File: src/rtl/srcp_pkg.sv
// ----------------------------------------------------------------------------
// srcp_pkg: shared types and constants for the sprite corner point block
// Beat layouts, pipeline payloads, fixed-point constants and the CORDIC
// arctangent table.
// ----------------------------------------------------------------------------
`default_nettype none

package srcp_pkg;

   // Beat widths on the stream ports
   localparam int REQ_DATA_W = 112;
   localparam int RSP_DATA_W = 48;

   // CORDIC datapath widths (Q30 vector and angle)
   localparam int XW = 34;
   localparam int ZW = 34;

   // Fixed-point constants
   localparam logic signed [XW-1:0] CORDIC_GAIN  = 34'sd652032874;
   localparam logic signed [19:0]   RAD_PER_UNIT = 20'sd292818;
   localparam logic signed [16:0]   ANG_FULL     = 17'sd23040;
   localparam logic signed [16:0]   ANG_HALF     = 17'sd11520;
   localparam logic signed [16:0]   ANG_QUARTER  = 17'sd5760;

   // Corner codes, in emission order
   localparam logic [1:0] CORNER_UL = 2'd0;
   localparam logic [1:0] CORNER_UR = 2'd1;
   localparam logic [1:0] CORNER_LL = 2'd2;

   // Request beat, laid out so that angle sits in the lowest bits
   typedef struct packed {
      logic signed [15:0] display_y;
      logic signed [15:0] display_x;
      logic        [15:0] scale;
      logic        [11:0] image_height;
      logic        [11:0] image_width;
      logic        [11:0] pivot_y;
      logic        [11:0] pivot_x;
      logic signed [15:0] angle;
   } req_type;

   // Sprite geometry that rides along the rotation chain
   typedef struct packed {
      logic               neg;
      logic        [19:0] px;
      logic        [19:0] py;
      logic        [27:0] wq;
      logic        [27:0] hq;
      logic signed [15:0] dxp;
      logic signed [15:0] dyp;
   } side_type;

   // Contents of one rotation cell
   typedef struct packed {
      logic signed [XW-1:0] x;
      logic signed [XW-1:0] y;
      logic signed [ZW-1:0] z;
      side_type             side;
   } rot_type;

   // Three finished corners of one sprite
   typedef struct packed {
      logic [2:0][21:0] cx;
      logic [2:0][21:0] cy;
   } corners_type;

   // atan(2^-i) in Q30, truncated
   function automatic logic signed [ZW-1:0] atan_q30(input logic [4:0] idx);
      logic signed [ZW-1:0] v;
      case (idx)
         5'd0:    v = 34'sd843314856;
         5'd1:    v = 34'sd497837829;
         5'd2:    v = 34'sd263043836;
         5'd3:    v = 34'sd133525158;
         5'd4:    v = 34'sd67021686;
         5'd5:    v = 34'sd33543515;
         5'd6:    v = 34'sd16775850;
         5'd7:    v = 34'sd8388437;
         5'd8:    v = 34'sd4194282;
         5'd9:    v = 34'sd2097149;
         5'd10:   v = 34'sd1048575;
         5'd11:   v = 34'sd524287;
         5'd12:   v = 34'sd262143;
         5'd13:   v = 34'sd131071;
         5'd14:   v = 34'sd65535;
         5'd15:   v = 34'sd32767;
         5'd16:   v = 34'sd16383;
         5'd17:   v = 34'sd8191;
         5'd18:   v = 34'sd4095;
         5'd19:   v = 34'sd2047;
         5'd20:   v = 34'sd1023;
         5'd21:   v = 34'sd511;
         5'd22:   v = 34'sd255;
         5'd23:   v = 34'sd127;
         default: v = '0;
      endcase
      return v;
   endfunction

endpackage

`default_nettype wire

File: src/rtl/srcp_beat_out.sv
// ----------------------------------------------------------------------------
// srcp_beat_out: corner result serializer
// Holds the three corners of one sprite and sends them as three beats,
// upper left, upper right, lower left, taking the next sprite on the last.
// ----------------------------------------------------------------------------
`default_nettype none

module srcp_beat_out (
   input  wire                                 clock,
   input  wire                                 reset,
   input  wire                                 in_valid,
   input  srcp_pkg::corners_type               in_corners,
   output logic                                take,
   output logic                                rsp_tvalid,
   input  wire                                 rsp_tready,
   output logic [srcp_pkg::RSP_DATA_W-1:0]     rsp_tdata,
   output logic [1:0]                          rsp_tuser,
   output logic                                rsp_tlast
);

   logic                  full_ff, full_in;
   logic [1:0]            beat_ff, beat_in;
   srcp_pkg::corners_type corners_ff;
   logic                  finish;
   logic [21:0]           x_sel, y_sel;

   // Take a new sprite when empty or when the last beat leaves
   always_comb begin
      finish  = full_ff && rsp_tready && (beat_ff == srcp_pkg::CORNER_LL);
      take    = in_valid && (!full_ff || finish);
      full_in = full_ff;
      beat_in = beat_ff;
      if (take) begin
         full_in = 1'b1;
         beat_in = srcp_pkg::CORNER_UL;
      end else if (finish) begin
         full_in = 1'b0;
      end else if (full_ff && rsp_tready) begin
         beat_in = beat_ff + 2'd1;
      end
   end

   // Select the corner of the current beat
   always_comb begin
      case (beat_ff)
         srcp_pkg::CORNER_UL: begin
            x_sel = corners_ff.cx[0];
            y_sel = corners_ff.cy[0];
         end
         srcp_pkg::CORNER_UR: begin
            x_sel = corners_ff.cx[1];
            y_sel = corners_ff.cy[1];
         end
         default: begin
            x_sel = corners_ff.cx[2];
            y_sel = corners_ff.cy[2];
         end
      endcase
   end

   always_ff @(posedge clock) begin
      if (reset) begin
         full_ff <= 1'b0;
         beat_ff <= srcp_pkg::CORNER_UL;
      end else begin
         full_ff <= full_in;
         beat_ff <= beat_in;
      end
      if (take) begin
         corners_ff <= in_corners;
      end
   end

   assign rsp_tvalid = full_ff;
   assign rsp_tdata  = {4'h0, y_sel, x_sel};
   assign rsp_tuser  = beat_ff;
   assign rsp_tlast  = (beat_ff == srcp_pkg::CORNER_LL);

   // Corners of one sprite go out in order
   a_beat_order: assert property (@(posedge clock) disable iff (reset)
      rsp_tvalid && rsp_tready && !rsp_tlast
      |=> rsp_tvalid && (rsp_tuser == $past(rsp_tuser) + 2'd1))
      else $error("corner beats out of order");

   // A new sprite always starts at the upper left corner
   a_start_ul: assert property (@(posedge clock) disable iff (reset)
      take |=> rsp_tvalid && (rsp_tuser == srcp_pkg::CORNER_UL))
      else $error("sprite did not start at upper left");

   // Drain to empty when the last beat leaves and nothing is waiting
   a_drain: assert property (@(posedge clock) disable iff (reset)
      rsp_tvalid && rsp_tready && rsp_tlast && !take |=> !rsp_tvalid)
      else $error("result held after last beat");

endmodule

`default_nettype wire

File: config.mk
export PLATFORM = sky130hd
export DESIGN_NAME = srcp_beat_out
export DESIGN_NICKNAME = d
export VERILOG_FILES = /design/src/rtl/srcp_pkg.sv /design/src/rtl/srcp_beat_out.sv
export SDC_FILE = /design/constraint.sdc
export NUM_CORES = 1
export LEC_CHECK = 0
export BUFFER_PORTS_ARGS = -buffer_cell sky130_fd_sc_hd__buf_2
export CORE_ASPECT_RATIO = 1.5
export CORE_MARGIN = 3
export CORE_UTILIZATION = 48
export CTS_CLUSTER_DIAMETER = 150
export DETAILED_ROUTE_END_ITERATION = 16
export GPL_TIMING_DRIVEN = 0
export PLACE_DENSITY = 0.84
export SYNTH_ARGS = -nofsm -noshare
export SYNTH_HDL_FRONTEND = slang
export SYNTH_SLANG_ARGS = --single-unit
File: constraint.sdc
create_clock -name clock -period 10.2 [get_ports clock]
set_input_delay 0.51 -clock clock [delete_from_list [all_inputs] [get_ports clock]]
set_output_delay 0.51 -clock clock [all_outputs]
set_load 0.005 [all_outputs]
==> metrics.cfg <==
[run_status]
status = completed

[setup_path]
critPathKind = reg -> out
crit-reg2reg-capture = corners_ff[81]$_DFFE_PP_
setup.worst_path.start_class = flop
cp_data_required_time_ps = 9690
reg2reg_setup_slack_ps = 7880
timing.critical_path.slowest_cell_delay_ps = 610
regToRegStartpoint = rsp_tuser[0]$_SDFFE_PP0P_
delay_heaviest_family_cp = simple AND/OR/NAND/NOR gates
cp_num_buf_inv = 3
worst_ep_arrival_ps = 2300
worstRegToRegCells = 6
worst-path-max-fanout = 41
worstSetupEndpointType = output port
crit_path_cell_trace = inv_1 > ha_1 > a21boi_0 > nor2b_4 > buf_12 > buf_2
worst_path_max_delay_cell = nor2b_4

[sta]
skew_ps = 9.93
max_freq_ghz = 0.356
finalWorstSetupSlack_ps = 7390
fin_setup_tns_ps = 0
setup_violations = 0
worst_pin_slew_ps = 715
fin_crit_sh_pct = 27.5
finalWorstPathRequiredPeriod_ps = 2810
final-hold-violation-count = 0
rsz_0062_raised_after_global_routing = false
final_max_slew_viol_count = 0
relSlewSlack_pct = 52.2

[route]
vias = 3229
drt_first_pass_iters = 4
routed-wl-met3_um = 874
via_per_inst = 5.06
ant_nets = 0
met2WireLength_um = 5800
top_layer = met5
drt-wirelength-per-cell_um = 16.6
met1_length_um = 3820
drt_wl_total_um = 10600
drc = 0
detailedRoute.firstIterationViolations = 167

[floorplanning]
chip_width_um = 88.9
core_area_um2 = 9850
initial_utilization_pct = 50.2
design.die.area_um2 = 11600
top_level_ports = 189
die_h_um = 130
fp-row-count = 44

[cells_and_area]
fill_cells = 677
layout.cells.most_common_list = buf_2, edfxtp_1, nand2_1
layout_commonest_cell = buf_2
post_route_cells_drive_above_1_share_pct = 45.1
antennaDiodeCount = 0
area_delta_synth_final_pct = 35.5
fin_area_um2 = 6700
regArea_um2 = 4020
final_nets = 649
multi_input_comb_area_um2 = 798

[synth]
synth_seq_area_share_pct = 81.4
synthDistinctLibCells = 18
synth-warning-count = 0
synth.ff_latch_count = 135
avgSynthCellArea_um2 = 16.4
post_synth_instance_area_um2 = 4940
syn-instance-count = 301

[min_path]
timing.hold.worst.start = in_corners[42]
hold_path_class = in -> reg
hold_depth = 1
whs_endpoint = corners_ff[42]$_DFFE_PP_

[global_routing]
grt_pass1_wl_um = 15400
number_of_global_route_vias_before_repair = 3269
overflow = 0
gr-usage-all-layers_pct = 18.4
grt_antenna_before_repair = 2
grt_max_degree = 42

[power]
leakage_uw = 0.00286
ir_worst_vdd_mv = 0.144
power.density_cell_area_nw_per_um2 = 206

[place]
placement.cell_area_um2 = 6090
dp.final_hpwl_um = 7360
port_buffers = 184
dpl_worst_slack_ps = 7790
place_congestion = 0.763

[clock_network]
numCtsBuffers = 17
cts.repair.resized = 0
worst_setup_hold_path_clk_slew_ps = 60
tritoncts = done
ctsHtreeMaxLevel = 4
cts_num_sinks = 135
cts-hold-fix-buffers = 0
worst_skew_pair_latency_ps = 410
postCtsSetupRepairBufs = 0
clockBufferDepth = 2
cts_root_buffer = clkbuf_16

[job]
maxCapViolCount = 0

==> per-stage QoR <==
| stage | hold slack [ps] | util [%] | std cells | power [uW] |
|---|---|---|---|---|
| 2_1_floorplan | 544 | - | 304 | 714 |
| 3_3_place_gp | 545 | 61.1 | 603 | 767 |
| 3_5_place_dp | 584 | 61.8 | 606 | 769 |
| 4_1_cts | 257 | 68.0 | 638 | 1390 |
| 5_1_grt | 251 | 68.0 | 638 | 1430 |
| 6_report | 272 | 68.0 | 638 | 1380 |
==> layout make-up <==
type / count / area share [%]
tap: 115 / 2.15
buffer: 18 / 2.00
inverter: 2 / 0.112
clock inverter: 14 / 2.73
timing repair buffer: 187 / 14.6
clock buffer: 18 / 6.41
sequential: 135 / 60.1
multi-input combinational: 149 / 11.9
==> worst max path at each step <==
stage	from	to	depth (start not counted)
after floorplan	rsp_tuser[0]$_SDFFE_PP0P_	corners_ff[0]$_DFFE_PP_	4
after global placement	rsp_tuser[0]$_SDFFE_PP0P_	take	5
after detailed placement	rsp_tuser[0]$_SDFFE_PP0P_	take	6
after CTS	rsp_tuser[0]$_SDFFE_PP0P_	take	6
after global routing	rsp_tuser[0]$_SDFFE_PP0P_	take	6
final	rsp_tuser[0]$_SDFFE_PP0P_	take	6
==> flip-flops by register name, summed over array words and instances (netlist names) <==
register / cells
corners_ff: 132
rsp_tuser: 2
rsp_tvalid: 1
==> report_power, final <==
part           switching [uW]  leakage, uW  total [uW]  internal, uW
logic                    52.7      0.00128         101          48.4
registers                8.36      0.00128         655           646
clock network             217     0.000291         623           406
==> routing by layer <==
layer / vias to the layer above / global-route usage, %
li1: 1541 / -
met1: 1531 / 19.8
met2: 142 / 32.0
met3: 11 / 6.51
met4: 4 / 8.10
met5: - / 0
==> synthesized netlist by cell type <==
master / instances / area share (%)
buf_6: 5 / 1.1
nor2b_1: 1 / 0.13
xnor2_1: 1 / 0.18
mux2i_1: 1 / 0.20
edfxtp_1: 132 / 80
nor2_8: 1 / 0.40
conb_1: 1 / 0.076
inv_1: 2 / 0.15
dfxtp_1: 3 / 1.2
nor3_1: 2 / 0.20
nor2_1: 2 / 0.15
nand3b_1: 1 / 0.15
ha_1: 3 / 0.76
buf_2: 8 / 0.81
buf_4: 5 / 0.76
nand2_1: 88 / 6.7
a22oi_1: 44 / 6.7
a21boi_0: 1 / 0.15
==> cells by family (layout without fill, tap and decap cells) <==
group / count (synthesis) / count (layout) / share of synthesized area, %
AND/OR/NAND/NOR: 95 / 95 / 7.72
adder cells (fa/ha/maj): 3 / 3 / 0.759
flip-flops: 135 / 135 / 81.4
buffers and inverters: 20 / 239 / 2.86
XOR/XNOR: 1 / 1 / 0.177
other: 1 / 4 / 0.0758
multiplexers: 1 / 1 / 0.202
AO/OA/AOI/OAI: 45 / 45 / 6.83
(Power assumes the default switching activity.)
