$ cat config.mk
export PLATFORM = sky130hd
export DESIGN_NAME = srcp_prep
export DESIGN_NICKNAME = d
export VERILOG_FILES = /design/src/rtl/srcp_pkg.sv /design/src/rtl/srcp_prep.sv
export SDC_FILE = /design/constraint.sdc
export NUM_CORES = 2
export LEC_CHECK = 0
export ABC_AREA = 1
export BUFFER_PORTS_ARGS = -buffer_cell sky130_fd_sc_hd__buf_2
export CORE_MARGIN = 4
export CORE_UTILIZATION = 50
export DETAILED_ROUTE_END_ITERATION = 16
export GPL_ROUTABILITY_DRIVEN = 1
export PLACE_DENSITY = 0.69
export SLEW_MARGIN = 20
export SYNTH_ARGS = -nofsm -noshare
export SYNTH_HDL_FRONTEND = slang
export SYNTH_SLANG_ARGS = --single-unit
export TNS_END_PERCENT = 30
$ cat constraint.sdc
create_clock -name clock -period 8.8 [get_ports clock]
set_clock_uncertainty 0.2 [all_clocks]
set_input_delay 2.64 -clock clock [delete_from_list [all_inputs] [get_ports clock]]
set_output_delay 2.64 -clock clock [all_outputs]
set_load 0.005 [all_outputs]
$ cat src/rtl/srcp_pkg.sv
// ----------------------------------------------------------------------------
// srcp_pkg: shared types and constants for the sprite corner point block
// Beat layouts, pipeline payloads, fixed-point constants and the CORDIC
// arctangent table.
// ----------------------------------------------------------------------------
`default_nettype none

package srcp_pkg;

   // Beat widths on the stream ports
   localparam int REQ_DATA_W = 112;
   localparam int RSP_DATA_W = 48;

   // CORDIC datapath widths (Q30 vector and angle)
   localparam int XW = 34;
   localparam int ZW = 34;

   // Fixed-point constants
   localparam logic signed [XW-1:0] CORDIC_GAIN  = 34'sd652032874;
   localparam logic signed [19:0]   RAD_PER_UNIT = 20'sd292818;
   localparam logic signed [16:0]   ANG_FULL     = 17'sd23040;
   localparam logic signed [16:0]   ANG_HALF     = 17'sd11520;
   localparam logic signed [16:0]   ANG_QUARTER  = 17'sd5760;

   // Corner codes, in emission order
   localparam logic [1:0] CORNER_UL = 2'd0;
   localparam logic [1:0] CORNER_UR = 2'd1;
   localparam logic [1:0] CORNER_LL = 2'd2;

   // Request beat, laid out so that angle sits in the lowest bits
   typedef struct packed {
      logic signed [15:0] display_y;
      logic signed [15:0] display_x;
      logic        [15:0] scale;
      logic        [11:0] image_height;
      logic        [11:0] image_width;
      logic        [11:0] pivot_y;
      logic        [11:0] pivot_x;
      logic signed [15:0] angle;
   } req_type;

   // Sprite geometry that rides along the rotation chain
   typedef struct packed {
      logic               neg;
      logic        [19:0] px;
      logic        [19:0] py;
      logic        [27:0] wq;
      logic        [27:0] hq;
      logic signed [15:0] dxp;
      logic signed [15:0] dyp;
   } side_type;

   // Contents of one rotation cell
   typedef struct packed {
      logic signed [XW-1:0] x;
      logic signed [XW-1:0] y;
      logic signed [ZW-1:0] z;
      side_type             side;
   } rot_type;

   // Three finished corners of one sprite
   typedef struct packed {
      logic [2:0][21:0] cx;
      logic [2:0][21:0] cy;
   } corners_type;

   // atan(2^-i) in Q30, truncated
   function automatic logic signed [ZW-1:0] atan_q30(input logic [4:0] idx);
      logic signed [ZW-1:0] v;
      case (idx)
         5'd0:    v = 34'sd843314856;
         5'd1:    v = 34'sd497837829;
         5'd2:    v = 34'sd263043836;
         5'd3:    v = 34'sd133525158;
         5'd4:    v = 34'sd67021686;
         5'd5:    v = 34'sd33543515;
         5'd6:    v = 34'sd16775850;
         5'd7:    v = 34'sd8388437;
         5'd8:    v = 34'sd4194282;
         5'd9:    v = 34'sd2097149;
         5'd10:   v = 34'sd1048575;
         5'd11:   v = 34'sd524287;
         5'd12:   v = 34'sd262143;
         5'd13:   v = 34'sd131071;
         5'd14:   v = 34'sd65535;
         5'd15:   v = 34'sd32767;
         5'd16:   v = 34'sd16383;
         5'd17:   v = 34'sd8191;
         5'd18:   v = 34'sd4095;
         5'd19:   v = 34'sd2047;
         5'd20:   v = 34'sd1023;
         5'd21:   v = 34'sd511;
         5'd22:   v = 34'sd255;
         5'd23:   v = 34'sd127;
         default: v = '0;
      endcase
      return v;
   endfunction

endpackage

`default_nettype wire

$ cat src/rtl/srcp_prep.sv
// ----------------------------------------------------------------------------
// srcp_prep: angle folding and sprite scaling
// Two stages: fold the angle into plus or minus 90 degrees and scale the
// pivot and size, then turn the angle into Q30 radians for the CORDIC chain.
// ----------------------------------------------------------------------------
`default_nettype none

module srcp_prep (
   input  wire                 clock,
   input  wire                 reset,
   input  wire                 advance,
   input  wire                 in_valid,
   input  srcp_pkg::req_type   in_data,
   output logic                out_valid,
   output srcp_pkg::rot_type   out_data
);

   logic                 v1_ff;
   logic signed [13:0]   r_ff;
   logic signed [13:0]   r_in;
   srcp_pkg::side_type   side_ff;
   srcp_pkg::side_type   side_in;
   logic                 v2_ff;
   srcp_pkg::rot_type    rot_ff;
   srcp_pkg::rot_type    rot_in;

   logic signed [16:0]   u;
   logic signed [16:0]   r1;
   logic signed [16:0]   r2;
   logic                 neg;
   logic        [27:0]   px_full;
   logic        [27:0]   py_full;

   // Fold the angle and scale pivot and size
   always_comb begin
      u = 17'(in_data.angle);
      if (u <= -srcp_pkg::ANG_HALF) begin
         r1 = u + srcp_pkg::ANG_FULL;
      end else if (u > srcp_pkg::ANG_HALF) begin
         r1 = u - srcp_pkg::ANG_FULL;
      end else begin
         r1 = u;
      end
      neg = 1'b0;
      if (r1 > srcp_pkg::ANG_QUARTER) begin
         r2  = r1 - srcp_pkg::ANG_HALF;
         neg = 1'b1;
      end else if (r1 < -srcp_pkg::ANG_QUARTER) begin
         r2  = r1 + srcp_pkg::ANG_HALF;
         neg = 1'b1;
      end else begin
         r2 = r1;
      end
      r_in = 14'(r2);

      px_full      = 28'(in_data.pivot_x) * 28'(in_data.scale);
      py_full      = 28'(in_data.pivot_y) * 28'(in_data.scale);
      side_in.neg  = neg;
      side_in.px   = px_full[27:8];
      side_in.py   = py_full[27:8];
      side_in.wq   = 28'(in_data.image_width) * 28'(in_data.scale);
      side_in.hq   = 28'(in_data.image_height) * 28'(in_data.scale);
      side_in.dxp  = in_data.display_x;
      side_in.dyp  = in_data.display_y;
   end

   // Seed the rotation vector
   always_comb begin
      rot_in.x    = srcp_pkg::CORDIC_GAIN;
      rot_in.y    = '0;
      rot_in.z    = 34'(r_ff) * 34'(srcp_pkg::RAD_PER_UNIT);
      rot_in.side = side_ff;
   end

   // Advance both stages together
   always_ff @(posedge clock) begin
      if (reset) begin
         v1_ff <= 1'b0;
         v2_ff <= 1'b0;
      end else if (advance) begin
         v1_ff <= in_valid;
         v2_ff <= v1_ff;
      end
      if (advance) begin
         r_ff    <= r_in;
         side_ff <= side_in;
         rot_ff  <= rot_in;
      end
   end

   assign out_valid = v2_ff;
   assign out_data  = rot_ff;

endmodule

`default_nettype wire

==> summary.md <==
| Metric | Value |
|---|---|
| Initial Utilization | about half |
| Simple-Gate Fraction of Synth Area | 12.1% |
| Post-detail-place hpwl | 70.9 mm |
| Crit path kind | input port to flop |
| Post-CTS sizing | 0 |
| CTS Hold Bufs | 0 |
| Synth Area in XOR/XNOR | 2.66% |
| Max clock buf depth | 3 |
| CP Launch Type | input port |
| Critical-path cell list | buf_2 -> buf_4 -> nand2_1 -> fa_1 -> inv_1 -> fa_1 -> fa_1 -> fa_1 -> inv_1 -> fa_1 -> inv_1 -> ha_1 -> a21oi_1 -> o21ai_0 -> a21o_1 -> a21oi_1 -> nor2_1 -> nor2_1 -> o31ai_1 -> xor2_1 |
| Adder-cell area share of the yosys netlist | between 40% and 50% |
| First-pass GRT wire length | around 150 mm |
| Sinks on Clock Net | a little over 300 |
| Final hold viol count | 0 |
| GR Layer Usage met3 | between 3 and 4% |
| Met2 GRT Util | 36.9% |
| Mapped Avg Cell Area | approximately 9 um2 |
| Mux cell area share after synthesis | 0% |
| Clk slew on worst S/H paths | 60 ps |
| Max_slew headroom | 40.9% |
| Final worst path period need | just under 8000 ps |
| Worst skew pair latency | between 500 and 600 ps |
| Global-route usage over all layers | 21.4% |
| Arr. time, crit path | ~7800 ps |
| Fraction of layout cells with a size suffix above 1 | under 10% |
| CP endpoint kind | flop |
| Footprint of the multi-input gates | approximately 0.025 mm2 |
| Status | finished clean |
| Number of vias per cell | around 4.9 |
| Remaining Overflow, GRT | 0 |
| Via Count | around 28,000 |
| Inserted Clock Buffers | 37 |
| Most common flop cell mapped by yosys | edfxtp_1 |
| Worst slew pin tran | ~890 ps |
| Detailed Route WL | ~88 mm |
| Cell mode on critical path | fa_1 |
| Max-Cap Viols | 0 |
| Layout area overhead | 9.08% |
| Vias in the first global route | between 20,000 and 30,000 |
| RSZ-0062 raised after global routing | false |
| Residual DRC | 0 |
| Count of cell types in the netlist | 47 |
| Max incr delay on CP | around 560 ps |
| Clock Tree Root | clkbuf_16 |
| Antenna Nets Post-Route | 0 |
| Nets | around 5,700 |
| Post-Syn Area | ~0.040 mm2 |
| Die area | approximately 0.084 mm2 |
| Die span in y | a little under 300 um |
| Synth area leaders | fa_1 32%, edfxtp_1 23%, ha_1 12%, inv_1 11%, nand2_1 9.4% |
| Die width | 290 um |
| Compound-gate portion of the synthesized area | 3.73% |
| CP max FO | 25 |
| Post-synth EDFFs | slightly above 300 |
| Core area | 0.0789 mm2 |
| Met1 Use GR | 27.9% |
| Wirelength per Cell | roughly 16 um |
| Syn. warnings | 0 |
| Largest family of logic cells by synthesized area | adder cells |
| Antenna violations before repair | 17 |
| H-tree levels | 2 |
| Yosys top cell area share | between 30 and 40% |
| Fillers | 7,066 |
| IO Port Bufs | between 200 and 300 |
| Crit path max-delay cell type | fa_1 |
| Final Wtd Congestion | approximately 0.86 |
| Area leader, netlist | fa_1 |
| CTS tree | built |
| # IOs | between 300 and 400 |
| # setup viols final | 0 |
| Iteration-0 DRC count of the detailed router | between 1,000 and 1,500 |
| Post-Route Setup TNS | 0 ps |
| Critical Path RT | slightly below 9000 ps |
| Hold Crit Class | flop to flop |
| Syn Inst Count | approximately 4,300 |
| Register Area | 0.00920 mm2 |
| Fin crit share | around 88% |
| Cell Rows | 103 |
| Post-CTS Setup Inserts | 0 |
| Fmax | between 0.1 and 0.15 GHz |
| Ys async rst share | 0% |
| Number of synthesized register bits | roughly 300 |
| Register area share after synthesis | 23.1% |
| Final Max Slew Viols | 0 |
| DRT Pass-1 Iters | 5 |
| Pin count of the biggest net entering global routing | ~110 |
| R2R setup slack | around 2500 ps |
| Most crowded layer after global routing | met2 |
==> state kept, by name, indices dropped and copies added (netlist names) <==
register	flops
v1_ff	1
out_valid	1
r_ff	14
rot_in	129
out_data	162
==> final timing paths <==
check | start | to | cells past startpoint
max | in_data[70] | rot_in[58]$_DFFE_PP_ | 20
min | rot_in[84]$_DFFE_PP_ | out_data[84]$_DFFE_PP_ | 0
max reg2reg | r_ff[3]$_DFFE_PP_ | out_data[156]$_DFFE_PP_ | 21
min reg2reg | rot_in[84]$_DFFE_PP_ | out_data[84]$_DFFE_PP_ | 0
==> layer usage <==
layer | part of all wire (%) | wire, um | vias up
met5 | 0.052 | 46 | -
met4 | 2.6 | 2270 | 8
met3 | 6.3 | 5540 | 141
met2 | 50 | 43500 | 764
met1 | 42 | 36500 | 13725
li1 | - | - | 13129
==> layout make-up <==
class                   count  area share [%]
multi-input cells        2688            58.2
clock inverters            25           0.773
well taps                1050            3.03
flip-flops and latches    307            21.2
repair buffers            333            4.38
clock buffers              43            2.23
inverters                1168            10.1
diodes                     10          0.0577
==> cell usage in the layout (no fill, tap or decap), types with 3 or more instances in the layout <==
cell type,count
diode_2,10
clkbuf_1,4
nand2_2,7
nor2_1,88
nand2_1,998
a21o_1,11
clkbuf_16,37
o21ai_1,4
o211ai_1,7
a21oi_1,139
nand3_1,57
xor2_1,72
o21ai_0,72
nor2_2,3
clkinv_2,6
buf_4,48
o21bai_1,9
conb_1,69
inv_1,1164
clkinv_1,6
nand3b_1,4
edfxtp_1,305
buf_2,277
nor4_1,10
nor3_1,15
xnor2_1,45
buf_12,7
a21boi_0,3
nand2_4,7
a31oi_1,7
or2_2,3
inv_2,3
fa_1,641
nand4_1,14
bufinv_16,6
ha_1,384
==> Yosys cell counts, types with 3 or more instances <==
| cell | n |
|---|---|
| inv_2 | 3 |
| nor4_1 | 10 |
| xnor2_1 | 45 |
| nand4_1 | 14 |
| nand2_2 | 7 |
| nand2_1 | 998 |
| edfxtp_1 | 305 |
| nand3b_1 | 4 |
| inv_1 | 1164 |
| a21o_1 | 11 |
| o211ai_1 | 7 |
| o21bai_1 | 9 |
| clkbuf_1 | 159 |
| nand3_1 | 57 |
| o21ai_1 | 4 |
| a31oi_1 | 7 |
| fa_1 | 641 |
| buf_4 | 70 |
| a21boi_0 | 3 |
| buf_1 | 14 |
| ha_1 | 384 |
| nor3_1 | 15 |
| nand2_4 | 7 |
| xor2_1 | 72 |
| nor2_2 | 3 |
| a21oi_1 | 139 |
| o21ai_0 | 72 |
| nor2_1 | 88 |
| or2_2 | 3 |
==> metrics by stage <==
stage	std cells	cell area, um2	setup slack, ps	hold WS [ps]	utilization, %
2_1_floorplan	4408	40000	870	200	-
3_3_place_gp	5546	42000	522	200	53.3
3_5_place_dp	5546	42000	470	205	53.3
4_1_cts	5614	43300	1070	217	55.0
5_1_grt	5622	43400	778	220	55.0
6_report	5624	43400	1090	215	55.0
==> worst max-delay path: cells and delay by family <==
kind	cells	cell delay [ps]
AO/OA/AOI/OAI	5	870
XOR/XNOR	1	140
adder cells (fa/ha/maj)	6	2830
buffers and inverters	5	930
AND/OR/NAND/NOR	3	390
==> cells by family (layout without fill, tap and decap cells) <==
logic type | count (synthesis) | count (layout)
buffers and inverters | 1413 | 1569
AND/OR/NAND/NOR | 1208 | 1208
adder cells (fa/ha/maj) | 1025 | 1025
flip-flops | 307 | 307
AO/OA/AOI/OAI | 267 | 267
XOR/XNOR | 119 | 119
other | 2 | 79
Power is not shown: default switching activity piles up to over one toggle a cycle in this logic, so the estimate is an artifact.
