--- src/rtl/srcp_pkg.sv ---
// ----------------------------------------------------------------------------
// srcp_pkg: shared types and constants for the sprite corner point block
// Beat layouts, pipeline payloads, fixed-point constants and the CORDIC
// arctangent table.
// ----------------------------------------------------------------------------
`default_nettype none

package srcp_pkg;

   // Beat widths on the stream ports
   localparam int REQ_DATA_W = 112;
   localparam int RSP_DATA_W = 48;

   // CORDIC datapath widths (Q30 vector and angle)
   localparam int XW = 34;
   localparam int ZW = 34;

   // Fixed-point constants
   localparam logic signed [XW-1:0] CORDIC_GAIN  = 34'sd652032874;
   localparam logic signed [19:0]   RAD_PER_UNIT = 20'sd292818;
   localparam logic signed [16:0]   ANG_FULL     = 17'sd23040;
   localparam logic signed [16:0]   ANG_HALF     = 17'sd11520;
   localparam logic signed [16:0]   ANG_QUARTER  = 17'sd5760;

   // Corner codes, in emission order
   localparam logic [1:0] CORNER_UL = 2'd0;
   localparam logic [1:0] CORNER_UR = 2'd1;
   localparam logic [1:0] CORNER_LL = 2'd2;

   // Request beat, laid out so that angle sits in the lowest bits
   typedef struct packed {
      logic signed [15:0] display_y;
      logic signed [15:0] display_x;
      logic        [15:0] scale;
      logic        [11:0] image_height;
      logic        [11:0] image_width;
      logic        [11:0] pivot_y;
      logic        [11:0] pivot_x;
      logic signed [15:0] angle;
   } req_type;

   // Sprite geometry that rides along the rotation chain
   typedef struct packed {
      logic               neg;
      logic        [19:0] px;
      logic        [19:0] py;
      logic        [27:0] wq;
      logic        [27:0] hq;
      logic signed [15:0] dxp;
      logic signed [15:0] dyp;
   } side_type;

   // Contents of one rotation cell
   typedef struct packed {
      logic signed [XW-1:0] x;
      logic signed [XW-1:0] y;
      logic signed [ZW-1:0] z;
      side_type             side;
   } rot_type;

   // Three finished corners of one sprite
   typedef struct packed {
      logic [2:0][21:0] cx;
      logic [2:0][21:0] cy;
   } corners_type;

   // atan(2^-i) in Q30, truncated
   function automatic logic signed [ZW-1:0] atan_q30(input logic [4:0] idx);
      logic signed [ZW-1:0] v;
      case (idx)
         5'd0:    v = 34'sd843314856;
         5'd1:    v = 34'sd497837829;
         5'd2:    v = 34'sd263043836;
         5'd3:    v = 34'sd133525158;
         5'd4:    v = 34'sd67021686;
         5'd5:    v = 34'sd33543515;
         5'd6:    v = 34'sd16775850;
         5'd7:    v = 34'sd8388437;
         5'd8:    v = 34'sd4194282;
         5'd9:    v = 34'sd2097149;
         5'd10:   v = 34'sd1048575;
         5'd11:   v = 34'sd524287;
         5'd12:   v = 34'sd262143;
         5'd13:   v = 34'sd131071;
         5'd14:   v = 34'sd65535;
         5'd15:   v = 34'sd32767;
         5'd16:   v = 34'sd16383;
         5'd17:   v = 34'sd8191;
         5'd18:   v = 34'sd4095;
         5'd19:   v = 34'sd2047;
         5'd20:   v = 34'sd1023;
         5'd21:   v = 34'sd511;
         5'd22:   v = 34'sd255;
         5'd23:   v = 34'sd127;
         default: v = '0;
      endcase
      return v;
   endfunction

endpackage

`default_nettype wire

--- src/rtl/srcp_cordic_cell.sv ---
// ----------------------------------------------------------------------------
// srcp_cordic_cell: one CORDIC rotation step
// Rotates the vector by plus or minus atan(2^-STEP) toward zero residual
// angle and hands the result and the sprite geometry to the next cell.
// ----------------------------------------------------------------------------
`default_nettype none

module srcp_cordic_cell #(
   parameter int STEP = 0
) (
   input  wire                 clock,
   input  wire                 reset,
   input  wire                 advance,
   input  wire                 in_valid,
   input  srcp_pkg::rot_type   in_data,
   output logic                out_valid,
   output srcp_pkg::rot_type   out_data
);

   localparam logic signed [srcp_pkg::ZW-1:0] ATAN = srcp_pkg::atan_q30(5'(STEP));

   logic                valid_ff;
   srcp_pkg::rot_type   data_ff;
   srcp_pkg::rot_type   data_in;

   // Rotate toward the residual angle sign
   always_comb begin
      data_in = in_data;
      if (!in_data.z[srcp_pkg::ZW-1]) begin
         data_in.x = in_data.x - (in_data.y >>> STEP);
         data_in.y = in_data.y + (in_data.x >>> STEP);
         data_in.z = in_data.z - ATAN;
      end else begin
         data_in.x = in_data.x + (in_data.y >>> STEP);
         data_in.y = in_data.y - (in_data.x >>> STEP);
         data_in.z = in_data.z + ATAN;
      end
   end

   always_ff @(posedge clock) begin
      if (reset) begin
         valid_ff <= 1'b0;
      end else if (advance) begin
         valid_ff <= in_valid;
      end
      if (advance) begin
         data_ff <= data_in;
      end
   end

   assign out_valid = valid_ff;
   assign out_data  = data_ff;

endmodule

`default_nettype wire

--- config.mk ---
export PLATFORM = sky130hd
export DESIGN_NAME = srcp_cordic_cell
export DESIGN_NICKNAME = d
export VERILOG_FILES = /design/src/rtl/srcp_pkg.sv /design/src/rtl/srcp_cordic_cell.sv
export SDC_FILE = /design/constraint.sdc
export NUM_CORES = 1
export LEC_CHECK = 0
export ABC_CLOCK_PERIOD_IN_PS = 4300
export BUFFER_PORTS_ARGS = -buffer_cell sky130_fd_sc_hd__buf_2
export CELL_PAD_IN_SITES_DETAIL_PLACEMENT = 1
export CELL_PAD_IN_SITES_GLOBAL_PLACEMENT = 2
export CORE_AREA = 2 2 228 230
export CTS_CLUSTER_DIAMETER = 120
export DETAILED_ROUTE_END_ITERATION = 8
export DIE_AREA = 0 0 230 232
export PLACE_DENSITY = 0.8
export SLEW_MARGIN = 10
export SYNTH_ARGS = -nofsm -noshare
export SYNTH_HDL_FRONTEND = slang
export SYNTH_SLANG_ARGS = --single-unit
--- constraint.sdc ---
create_clock -name clock -period 4.3 [get_ports clock]
set_input_delay 0.86 -clock clock [delete_from_list [all_inputs] [get_ports clock]]
set_output_delay 0.86 -clock clock [all_outputs]
set_load 0.02 [all_outputs]
==> impl_metrics.sql, run 1 <==
INSERT INTO impl_metrics (metric_group, metric, value, unit) VALUES
('timing', 'fmaxAchievable', '0.274', 'GHz'),
('timing', 'setup_viol_count_final', '0', ''),
('yosys', 'ys_ff_latch', '231', ''),
('job', 'timing.max_cap.violations', '0', ''),
('drt', 'drt_drc_violations_left', '0', ''),
('placement', 'routabilityCongestion', '0.916', ''),
('run_status', 'run_status', 'complete, no violations', ''),
('setup_path', 'path_max_fanout', '10', ''),
('yosys', 'synth_most_common_cell', 'sky130_fd_sc_hd__edfxtp_1', ''),
('setup_path', 'critical_register_to_register_path_startpoint', 'out_valid$_SDFFE_PP0P_', ''),
('global_route', 'grt_antenna_before_repair', '14', ''),
('timing', 'finalHoldViolations', '0', ''),
('die', 'core_area', '50900', 'sq um'),
('yosys', 'syn-num-nets', '1695', ''),
('clock_network', 'ctsResizeCount', '0', ''),
('die', 'die_height', '232', 'um'),
('cells_and_area', 'nNetsFinal', '2203', ''),
('clock_network', 'cts.sink_count', '231', ''),
('setup_path', 'ff2ff_path_depth', '2', ''),
('cells_and_area', 'utilization', '0.363', ''),
('yosys', 'netlist_instances', '1328', ''),
('yosys', 'netlist.area_leader.share', '0.491', ''),
('yosys', 'yosysWarnings', '0', ''),
('setup_path', 'worst_ep_arrival_time', '3.98', 'ns'),
('yosys', 'synthArstFlopShare', '0', ''),
('hold_path', 'hold_path.startpoint', 'reset', ''),
('drt', 'num_vias', '12700', ''),
('cells_and_area', 'drive_gt1_frac', '0.315', ''),
('pwr', 'post-layout-total-power', '7.36', 'mW'),
('timing', 'max_slew.worst_pin.slew', '0.876', 'ns'),
('hold_path', 'holdCritPathClass', 'in -> reg', ''),
('cells_and_area', 'fillCellCount', '5891', ''),
('timing', 'timing.max_slew.rel_slack', '0.416', ''),
('clock_network', 'ctsLongestPathBuffers', '3', ''),
('drt', 'wirelength', '60500', 'um'),
('timing', 'grt_setup_unrepaired', 'no', ''),
('timing', 'ratio_of_final_minimum_period_to_clock_period', '0.849', ''),
('timing', 'final_period_minus_worst_setup_slack', '3.65', 'ns'),
('global_route', 'grt_pass1_wl', '87500', 'um'),
('pwr', 'static_leak', '8.06', 'nW'),
('setup_path', 'start_kind', 'input pin', ''),
('global_route', 'grt.overflow.total', '0', ''),
('timing', 'skew', '0', 'ns'),
('drt', 'detail_route.wl_per_cell', '23.8', 'um'),
('yosys', 'synth_enable_flop_cells', '230', ''),
('clock_network', 'root_buffer', 'sky130_fd_sc_hd__clkbuf_16', ''),
('global_route', 'first_global_vias', '13200', ''),
('hold_path', 'worstHoldEndpoint', 'out_valid$_SDFFE_PP0P_', ''),
('yosys', 'netlist-cell-type-count', '66', ''),
('die', 'floorplan.die.width', '230', 'um'),
('yosys', 'ys_top_cells_by_area', 'sky130_fd_sc_hd__edfxtp_1 49%, sky130_fd_sc_hd__ha_1 11%, sky130_fd_sc_hd__a21oi_1 5.6%', ''),
('clock_network', 'clkTransAtPathRegs', '0.07', 'ns'),
('pwr', 'ir_worst_vdd', '0.221', 'mV'),
('setup_path', 'critical_path.endpoint_type', 'flip-flop', ''),
('yosys', 'syn-mean-instance-area', '10.6', 'sq um'),
('setup_path', 'critical_setup_path_kind', 'in -> reg', ''),
('drt', 'drtIter0Drc', '805', ''),
('pwr', 'power-per-cell-area', '399', 'nW/um^2'),
('timing', 'final_total_negative_setup_slack', '0', 'ns'),
('yosys', 'netlist_area', '14100', 'sq um'),
('yosys', 'yosys-top-cells-count', '230 x sky130_fd_sc_hd__edfxtp_1, 156 x sky130_fd_sc_hd__a21oi_1, 128 x sky130_fd_sc_hd__ha_1', ''),
('setup_path', 'worst-r2r-setup-slack', '3.72', 'ns'),
('clock_network', 'clock_latency', '0.57', 'ns'),
('die', 'initial_utilization', '0.276', ''),
('yosys', 'synth_sequential_area_ratio', '0.492', ''),
('drt', 'drtPass1Iterations', '4', ''),
('clock_network', 'cts_tree', 'yes', ''),
('clock_network', 'cts_hold_buffers', '0', ''),
('yosys', 'synth_flop_cell', 'sky130_fd_sc_hd__edfxtp_1', ''),
('die', 'die-area', '53400', 'sq um'),
('clock_network', 'post_cts_buffers', '0', '');
-- report_power, final --
group	total [mW]	internal [mW]	switching (mW)
logic	2.09	0.717	1.37
registers	2.90	2.81	0.0909
clock network	2.38	1.33	1.04
total	7.36	4.86	2.50
-- logic make-up (layout without fill, tap and decap cells) --
| logic type | after synthesis | count (layout) | synth area share |
|---|---|---|---|
| buffers and inverters | 163 | 693 | 0.0441 |
| AOI/OAI and AO/OA | 415 | 415 | 0.182 |
| and+or+nand+nor | 284 | 284 | 0.0962 |
| other | 0 | 1 | 0 |
| DFF | 231 | 231 | 0.492 |
| xor gates and xnor gates | 89 | 89 | 0.0554 |
| adders and majority gates | 132 | 132 | 0.120 |
| muxes | 14 | 14 | 0.00996 |
-- flip-flops by register name, indices dropped and copies added, names as in the netlist --
register,cells
out_data,230
out_valid,1
-- worst max-delay path, stage by stage --
cell	delay, ns
sky130_fd_sc_hd__buf_2	0.11
sky130_fd_sc_hd__inv_1	0.04
sky130_fd_sc_hd__ha_1	0.50
sky130_fd_sc_hd__inv_1	0.12
sky130_fd_sc_hd__a211oi_1	0.39
sky130_fd_sc_hd__o21ai_1	0.21
sky130_fd_sc_hd__o21ai_1	0.35
sky130_fd_sc_hd__a21oi_1	0.23
sky130_fd_sc_hd__o41ai_1	0.56
sky130_fd_sc_hd__buf_4	0.23
sky130_fd_sc_hd__nand2b_1	0.08
sky130_fd_sc_hd__a22oi_1	0.21
sky130_fd_sc_hd__xnor2_1	0.09
-- final cells by class --
cell class,instances,area (sq um),area share
well taps,680,851,0.0461
repair buffers,523,2800,0.152
clock buffers,31,712,0.0386
flip-flops and latches,231,6930,0.375
diodes,1,2.50,0.000136
clock inverters,21,196,0.0106
inverters,118,443,0.0240
multi-input cells,934,6520,0.353
-- metrics by stage --
stage               instance area [sq um]  setup WS (ns)  hold WS, ns  cells
floorplan                           14100         0.0895        0.579   1328
global placement                    17500          0.207        0.483   2486
detailed placement                  17500          0.110        0.488   2486
CTS                                 18400          0.709        0.402   2538
global route                        18400          0.444        0.415   2538
finish                              18400          0.649        0.437   2539
-- layer usage --
layer | vias up | GRT usage | wire length, um
met5 | - | 0 | 115
met4 | 20 | 0.0806 | 2410
met3 | 127 | 0.0487 | 3610
met2 | 407 | 0.397 | 30600
met1 | 6242 | 0.253 | 23800
li1 | 5885 | - | -
-- worst max path at each step --
| stage | from | endpoint | slack [ns] | cells after the start |
|---|---|---|---|---|
| CTS | in_data[162] | out_data[160]$_DFFE_PP_ | 0.71 | 12 |
| detailed placement | in_data[162] | out_data[160]$_DFFE_PP_ | 0.11 | 12 |
| finish | in_data[166] | out_data[226]$_DFFE_PP_ | 0.65 | 13 |
| floorplan | in_data[162] | out_data[160]$_DFFE_PP_ | 0.09 | 13 |
| global route | in_data[162] | out_data[160]$_DFFE_PP_ | 0.44 | 12 |
| global placement | in_data[166] | out_data[226]$_DFFE_PP_ | 0.21 | 13 |
-- cells in the final DEF (no fill, tap or decap), types with 14 or more instances in the layout --
cell / instances
sky130_fd_sc_hd__nand3_1: 17
sky130_fd_sc_hd__nand4_1: 14
sky130_fd_sc_hd__inv_1: 111
sky130_fd_sc_hd__edfxtp_1: 230
sky130_fd_sc_hd__mux2i_1: 14
sky130_fd_sc_hd__nor2_1: 97
sky130_fd_sc_hd__ha_1: 128
sky130_fd_sc_hd__buf_4: 56
sky130_fd_sc_hd__xor2_1: 16
sky130_fd_sc_hd__a21oi_1: 156
sky130_fd_sc_hd__o21ai_0: 84
sky130_fd_sc_hd__o31ai_1: 17
sky130_fd_sc_hd__nand2b_1: 14
sky130_fd_sc_hd__clkbuf_16: 28
sky130_fd_sc_hd__o21bai_1: 27
sky130_fd_sc_hd__nor3_1: 27
sky130_fd_sc_hd__nand2_1: 59
sky130_fd_sc_hd__a31oi_1: 14
sky130_fd_sc_hd__buf_2: 464
sky130_fd_sc_hd__a211oi_1: 20
sky130_fd_sc_hd__xnor2_1: 73
sky130_fd_sc_hd__a21o_1: 22
Power figures use the tool's default switching activity.
==> run 2, diff against run 1 <==
Settings changed: ABC_AREA from default to 1, ABC_CLOCK_PERIOD_IN_PS 4300 to 3800, CORE_AREA 2 2 228 230 to 2 2 234 236, DIE_AREA 0 0 230 232 to 0 0 236 238, PLACE_DENSITY 0.8 to 0.85.
Clock period 4.3 ns to 3.8 ns, I/O delays scaled along.
==> run 2 against run 1 <==
Effect of this change:
- via count is 25% higher
- largest cell class is now multi-input gates
- largest power group unchanged
- die area increased by 5.3%
- routed wire length increased by 17%
==> impl_metrics.sql, run 2 <==
INSERT INTO impl_metrics (metric_group, metric, value, unit) VALUES
('placement', 'placed_cells_incl_taps', '3081', ''),
('timing', 'timing.final.max_slew_violations', '0', ''),
('yosys', 'ys_ff_latch', '231', ''),
('die', 'die-area', '56200', 'sq um'),
('die', 'core_area', '53500', 'sq um'),
('cells_and_area', 'layout_commonest_cell', 'sky130_fd_sc_hd__nand2_1', ''),
('yosys', 'syn-num-nets', '2325', ''),
('yosys', 'post_synthesis_share_of_cell_area_spent_on_full_adders_half_adders_and_majority_gates', '0.106', ''),
('drt', 'drt_drc_violations_left', '0', ''),
('placement', 'routabilityCongestion', '0.965', ''),
('pwr', 'power-per-cell-area', '421', 'nW/um^2'),
('yosys', 'synth-xor-area-share', '0.0259', ''),
('run_status', 'run_status', 'complete, no violations', ''),
('yosys', 'synth_sequential_area_ratio', '0.436', ''),
('global_route', 'grt_antenna_before_repair', '10', ''),
('clock_network', 'post_cts_buffers', '0', ''),
('yosys', 'netlist_instances', '1958', ''),
('die', 'initial_utilization', '0.297', ''),
('yosys', 'post_synthesis_compound_gate_area_fraction', '0.107', ''),
('yosys', 'synth_area_leader_cell', 'sky130_fd_sc_hd__edfxtp_1', ''),
('job', 'timing.max_cap.violations', '0', ''),
('yosys', 'synthArstFlopShare', '0', ''),
('cells_and_area', 'utilization', '0.370', ''),
('cells_and_area', 'largest_register_ffs', '230', ''),
('timing', 'fmaxAchievable', '0.356', 'GHz'),
('clock_network', 'cts_htree_levels', '1', ''),
('timing', 'finalHoldViolations', '0', ''),
('timing', 'setup_viol_count_final', '0', ''),
('timing', 'max_slew.worst_pin.slew', '0.858', 'ns'),
('cells_and_area', 'fillCellCount', '6532', ''),
('yosys', 'synth_flop_cell', 'sky130_fd_sc_hd__edfxtp_1', ''),
('cells_and_area', 'final_cell_count_no_fill', '3141', ''),
('clock_network', 'cts_tree', 'yes', ''),
('global_route', 'grt_pass1_wl', '104000', 'um'),
('yosys', 'synth_enable_flop_cells', '230', ''),
('clock_network', 'clkTransAtPathRegs', '0.06', 'ns'),
('pwr', 'static_leak', '9.47', 'nW'),
('clock_network', 'clock_latency', '0.58', 'ns'),
('drt', 'num_vias', '15800', ''),
('cells_and_area', 'final_cell_mix', '517 x sky130_fd_sc_hd__nand2_1, 465 x sky130_fd_sc_hd__buf_2, 247 x sky130_fd_sc_hd__inv_1', ''),
('placement', 'post-dp-hpwl', '59800', 'um'),
('setup_path', 'path_max_fanout', '17', ''),
('drt', 'drtPass1Iterations', '5', ''),
('yosys', 'main_combinational_cell_family_by_area_after_synthesis', 'simple AND/OR/NAND/NOR gates', ''),
('die', 'die_height', '238', 'um'),
('clock_network', 'root_buffer', 'sky130_fd_sc_hd__clkbuf_16', ''),
('yosys', 'post_synth_and_or_nand_nor_area_fraction', '0.248', ''),
('timing', 'timing.max_slew.rel_slack', '0.428', ''),
('global_route', 'gr_util_all_layers', '0.246', ''),
('clock_network', 'cts-buffers-inserted', '27', ''),
('timing', 'grt_setup_unrepaired', 'no', ''),
('setup_path', 'critical_setup_path_kind', 'in -> reg', ''),
('cells_and_area', 'area.growth.synth_to_final', '24.6', '%'),
('drt', 'wirelength', '71000', 'um'),
('pwr', 'ir_worst_vdd', '0.252', 'mV'),
('drt', 'viasPerCell', '5.03', ''),
('drt', 'detail_route.wl_per_cell', '22.6', 'um'),
('timing', 'final_period_minus_worst_setup_slack', '2.81', 'ns'),
('placement', 'io_buffer_count', '466', ''),
('hold_path', 'holdCritPathClass', 'in -> reg', ''),
('yosys', 'netlist.area_leader.share', '0.434', ''),
('yosys', 'synthMuxAreaShare', '0.000630', ''),
('yosys', 'yosysWarnings', '0', ''),
('setup_path', 'critical_path.endpoint_type', 'flip-flop', ''),
('yosys', 'synth_most_common_cell', 'sky130_fd_sc_hd__nand2_1', ''),
('clock_network', 'cts.sink_count', '231', ''),
('clock_network', 'ctsResizeCount', '0', ''),
('die', 'row_count', '85', ''),
('timing', 'skew', '0', 'ns'),
('yosys', 'ys_top_cells_by_area', 'sky130_fd_sc_hd__edfxtp_1 43%, sky130_fd_sc_hd__nand2_1 12%, sky130_fd_sc_hd__ha_1 10%', ''),
('setup_path', 'start_kind', 'input pin', ''),
('cells_and_area', 'nNetsFinal', '2781', ''),
('global_route', 'grt.overflow.total', '0', ''),
('die', 'floorplan.die.width', '236', 'um'),
('setup_path', 'worst_ep_arrival_time', '3.21', 'ns'),
('die', 'boundary_pins', '467', ''),
('yosys', 'netlist-cell-type-count', '43', ''),
('yosys', 'netlist_area', '15900', 'sq um'),
('setup_path', 'cp.required', '4.19', 'ns'),
('timing', 'ratio_of_final_minimum_period_to_clock_period', '0.740', ''),
('yosys', 'yosys-top-cells-count', '517 x sky130_fd_sc_hd__nand2_1, 247 x sky130_fd_sc_hd__inv_1, 230 x sky130_fd_sc_hd__edfxtp_1', ''),
('clock_network', 'cts_hold_buffers', '0', ''),
('drt', 'postRouteAntennaNets', '0', ''),
('cells_and_area', 'drive_gt1_frac', '0.230', ''),
('global_route', 'first_global_vias', '16500', ''),
('timing', 'final_total_negative_setup_slack', '0', 'ns'),
('yosys', 'syn-mean-instance-area', '8.12', 'sq um'),
('clock_network', 'ctsLongestPathBuffers', '3', ''),
('drt', 'drtIter0Drc', '966', ''),
('global_route', 'grt_max_degree', '88', '');
==> run 2: cell types whose count changed in the layout (fill, tap and decap cells not counted), sizes merged, moves of 14 or more <==
cell	delta
o21bai	-14
nand2	+468
inv	+140
o21ai	+32
xor2	+31
nor2	+68
buf	-51
o31ai	-16
a21o	-15
a211oi	-20
xnor2	-73
nand3	+165
==> run 2: metrics by stage <==
stage,setup WS (ns),area (sq um),power [mW],hold WS [ns]
final,0.989,19800,8.34,0.342
after global routing,0.847,19800,8.75,0.319
after CTS,1.10,19800,8.43,0.310
after detailed placement,0.484,18900,5.80,0.528
after global placement,0.485,18900,5.76,0.479
after floorplan,0.652,15900,4.74,0.579
==> run 2: critical path, cell delays in order <==
cell                      delay (ns)
sky130_fd_sc_hd__buf_2          0.33
sky130_fd_sc_hd__inv_2          0.28
sky130_fd_sc_hd__ha_1           0.44
sky130_fd_sc_hd__nand2_1        0.13
sky130_fd_sc_hd__nor2_1         0.22
sky130_fd_sc_hd__inv_1          0.10
sky130_fd_sc_hd__nor2_1         0.28
sky130_fd_sc_hd__nand4_1        0.24
sky130_fd_sc_hd__nand3_1        0.18
sky130_fd_sc_hd__xor2_1         0.23
==> run 2: logic make-up (layout without fill, tap and decap cells) <==
| logic type | count (synthesis) | count (layout) |
|---|---|---|
| muxes | 1 | 1 |
| buffers and inverters | 299 | 776 |
| DFF | 231 | 231 |
| AOI/OAI and AO/OA | 317 | 317 |
| other | 0 | 10 |
| adders and majority gates | 132 | 132 |
| and+or+nand+nor | 931 | 931 |
| xor gates and xnor gates | 47 | 47 |
==> run 2: report_power, final <==
part / total [mW] / switching [mW] / internal, mW
Sequential: 3.25 / 0.0971 / 3.15
Combinational: 2.50 / 1.77 / 0.735
Clock: 2.59 / 1.14 / 1.45
==> run 2: final timing paths <==
check	from	endpoint	slack, ns	cells past startpoint
min reg2reg	out_valid$_SDFFE_PP0P_	out_valid$_SDFFE_PP0P_	0.54	2
max	in_data[162]	out_data[152]$_DFFE_PP_	0.99	10
min	reset	out_valid$_SDFFE_PP0P_	0.34	2
max reg2reg	out_valid$_SDFFE_PP0P_	out_valid$_SDFFE_PP0P_	3.20	2
==> run 2: metal layers <==
layer	global-route usage	share of wire	vias to the layer above
li1	-	-	7451
met1	0.315	0.43	7738
met2	0.435	0.49	547
met3	0.0385	0.061	74
met4	0.0544	0.021	4
met5	0	0.00044	-
==> run 2: layout make-up <==
cell class              instances  area, sq um  share of cell area
multi-input cells            1428         7750               0.391
clock inverters                21          190             0.00960
clock buffers                  29          683              0.0345
flip-flops and latches        231         6930               0.350
repair buffers                472         2410               0.122
inverters                     254          953              0.0481
well taps                     696          871              0.0440
diodes                         10         25.0             0.00126
==> run 3, diff against run 2 <==
Settings changed: ABC_AREA 1 to 0, ABC_CLOCK_PERIOD_IN_PS 3800 to 2850, CORE_AREA 2 2 234 236 to 2 2 217 219, DIE_AREA 0 0 236 238 to 0 0 219 221, PLACE_DENSITY 0.85 to 0.83.
Clock period 3.8 ns to 2.85 ns, I/O delays scaled along.
==> run 3 against run 2 <==
Effect of this change:
- the flow now finishes with violations (setup timing)
- worst hold slack got worse by 0.18 ns
- non-clock buffer count rose by 369
- cell count shrank 11%
- die area down 14%
- register-to-register slack got worse by 0.98 ns
- sequential share of layout area down 2.4 points
- setup slack worse by 1.1 ns
- critical endpoint is now out_data[195]$_DFFE_PP_
==> impl_metrics.sql, run 3 (synthesized netlist as in run 1, its figures left out) <==
INSERT INTO impl_metrics (metric_group, metric, value, unit) VALUES
('cells_and_area', 'layout_commonest_cell', 'sky130_fd_sc_hd__buf_2', ''),
('clock_network', 'cts_htree_levels', '1', ''),
('timing', 'grt_setup_unrepaired', 'yes', ''),
('placement', 'placed_cells_incl_taps', '2729', ''),
('clock_network', 'cts.sink_count', '231', ''),
('job', 'timing.max_cap.violations', '0', ''),
('die', 'initial_utilization', '0.305', ''),
('drt', 'drtPass1Iterations', '4', ''),
('setup_path', 'critical_setup_path_kind', 'in -> reg', ''),
('die', 'die-area', '48400', 'sq um'),
('timing', 'setup_viol_count_final', '6', ''),
('clock_network', 'root_buffer', 'sky130_fd_sc_hd__clkbuf_16', ''),
('cells_and_area', 'nNetsFinal', '2521', ''),
('clock_network', 'clkTransAtPathRegs', '0.06', 'ns'),
('placement', 'placement_setup_slack', '-0.643', 'ns'),
('setup_path', 'cp.required', '3.16', 'ns'),
('drt', 'viasPerCell', '5.01', ''),
('die', 'die_height', '221', 'um'),
('timing', 'timing.final.max_slew_violations', '0', ''),
('die', 'core_area', '46100', 'sq um'),
('cells_and_area', 'largest_register_ffs', '230', ''),
('cells_and_area', 'final_cell_mix', '460 x sky130_fd_sc_hd__buf_2, 369 x sky130_fd_sc_hd__buf_4, 230 x sky130_fd_sc_hd__edfxtp_1', ''),
('die', 'row_count', '79', ''),
('cells_and_area', 'drive_gt1_frac', '0.445', ''),
('drt', 'num_vias', '14000', ''),
('clock_network', 'clock_latency', '0.57', 'ns'),
('drt', 'wirelength', '65200', 'um'),
('drt', 'detail_route.wl_per_cell', '23.4', 'um'),
('pwr', 'post-layout-total-power', '12.0', 'mW'),
('clock_network', 'ctsLongestPathBuffers', '3', ''),
('drt', 'drtIter0Drc', '695', ''),
('cells_and_area', 'total_area_of_multi_input_combinational_cells', '6920', 'sq um'),
('timing', 'fmaxAchievable', '0.342', 'GHz'),
('pwr', 'power-per-cell-area', '563', 'nW/um^2'),
('timing', 'max_slew.worst_pin.slew', '0.653', 'ns'),
('global_route', 'grt.overflow.total', '0', ''),
('setup_path', 'path_max_fanout', '3', ''),
('setup_path', 'worst_ep_arrival_time', '3.24', 'ns'),
('die', 'boundary_pins', '467', ''),
('global_route', 'grt_max_degree', '69', ''),
('placement', 'post-dp-hpwl', '53600', 'um'),
('global_route', 'grt_pass1_wl', '94500', 'um'),
('cells_and_area', 'final_cell_count_no_fill', '2789', ''),
('timing', 'timing.max_slew.rel_slack', '0.565', ''),
('global_route', 'first_global_vias', '14900', ''),
('clock_network', 'cts_hold_buffers', '0', ''),
('setup_path', 'start_kind', 'input pin', ''),
('global_route', 'grt_antenna_before_repair', '17', ''),
('cells_and_area', 'register_area', '6930', 'sq um'),
('timing', 'skew', '0', 'ns'),
('clock_network', 'cts_tree', 'yes', ''),
('drt', 'drt_drc_violations_left', '0', ''),
('timing', 'setup_ws', '-0.0776', 'ns'),
('die', 'floorplan.die.width', '219', 'um'),
('run_status', 'violations_in_the_final_reports', 'setup timing', ''),
('timing', 'final_total_negative_setup_slack', '-0.192', 'ns'),
('setup_path', 'critical_path.endpoint_type', 'flip-flop', ''),
('cells_and_area', 'area.growth.synth_to_final', '51.4', '%'),
('cells_and_area', 'fillCellCount', '5338', ''),
('clock_network', 'cts-buffers-inserted', '28', ''),
('placement', 'io_buffer_count', '466', ''),
('drt', 'postRouteAntennaNets', '0', ''),
('run_status', 'run_status', 'finished, violations left', ''),
('placement', 'routabilityCongestion', '0.938', ''),
('timing', 'ratio_of_final_minimum_period_to_clock_period', '1.03', ''),
('pwr', 'ir_worst_vdd', '0.424', 'mV'),
('global_route', 'gr_util_all_layers', '0.261', ''),
('timing', 'final_period_minus_worst_setup_slack', '2.93', 'ns'),
('hold_path', 'holdCritPathClass', 'in -> reg', ''),
('pwr', 'static_leak', '9.69', 'nW'),
('timing', 'finalHoldViolations', '0', '');
[run 3: changes by cell type in the layout (fill, tap and decap cells not counted), sizes merged, moves of 14 or more]
cell and delta:
xor2 -31, nor2 -68, o21ai -32, a211oi +20, nand2 -468, o21bai +14, buf +367, a21o +15
inv -142, nand3 -165, xnor2 +73, o31ai +16
[run 3: metrics by stage]
stage	hold slack [ns]	instance area [sq um]	utilization
6_report	0.160	21300	0.462
3_3_place_gp	0.485	20000	0.435
5_1_grt	0.141	21300	0.462
2_1_floorplan	0.579	14300	-
3_5_place_dp	0.545	20000	0.435
4_1_cts	0.132	21000	0.456
[run 3: power by group]
| part | total [mW] | switching, mW | internal (mW) | leakage [nW] |
|---|---|---|---|---|
| combinational | 3.83 | 2.25 | 1.58 | 6.97 |
| sequential | 4.42 | 0.172 | 4.24 | 2.26 |
| clock | 3.74 | 1.56 | 2.18 | 0.464 |
[run 3: final timing paths]
kind | startpoint | to | slack [ns] | cells after the start
worst min register to register | out_valid$_SDFFE_PP0P_ | out_valid$_SDFFE_PP0P_ | 0.55 | 2
worst max register to register | out_valid$_SDFFE_PP0P_ | out_valid$_SDFFE_PP0P_ | 2.22 | 2
worst max-delay path | in_data[197] | out_data[195]$_DFFE_PP_ | -0.08 | 13
worst min-delay path | reset | out_valid$_SDFFE_PP0P_ | 0.16 | 2
[run 3: worst max-delay path, stage by stage]
cell and delay, ns:
sky130_fd_sc_hd__buf_8 0.10, sky130_fd_sc_hd__ha_4 0.16, sky130_fd_sc_hd__fa_2 0.40, sky130_fd_sc_hd__nor2b_4 0.14, sky130_fd_sc_hd__o211ai_1 0.29, sky130_fd_sc_hd__a31oi_2 0.16, sky130_fd_sc_hd__or3_4 0.36, sky130_fd_sc_hd__a311o_1 0.37
sky130_fd_sc_hd__nand4_1 0.19, sky130_fd_sc_hd__nand2_2 0.12, sky130_fd_sc_hd__buf_6 0.14, sky130_fd_sc_hd__a21oi_4 0.14, sky130_fd_sc_hd__xor2_1 0.09
[run 3: per-layer routing]
metal  global-route usage  share of wire
met1                0.299           0.39
met5                    0         0.0014
met4                0.132          0.054
met2                0.457           0.50
met3               0.0555          0.063
[run 3: cell type report]
type	count	area share
Sequential cell	231	0.325
Multi-Input combinational cell	934	0.325
Timing Repair Buffer	841	0.246
Tap cell	607	0.0357
Clock buffer	30	0.0333
Inverter	118	0.0217
Clock inverter	22	0.0118
Antenna cell	6	0.000705
[run 3: what timing repair did]
action | 4_1_cts | 5_1_grt
endpoints found under the hold margin | 0 | 0
pin swaps | 1 | 23
gates resized for setup | 4 | 56
setup buffers | 0 | 2
endpoints found under the setup margin | 8 | 36
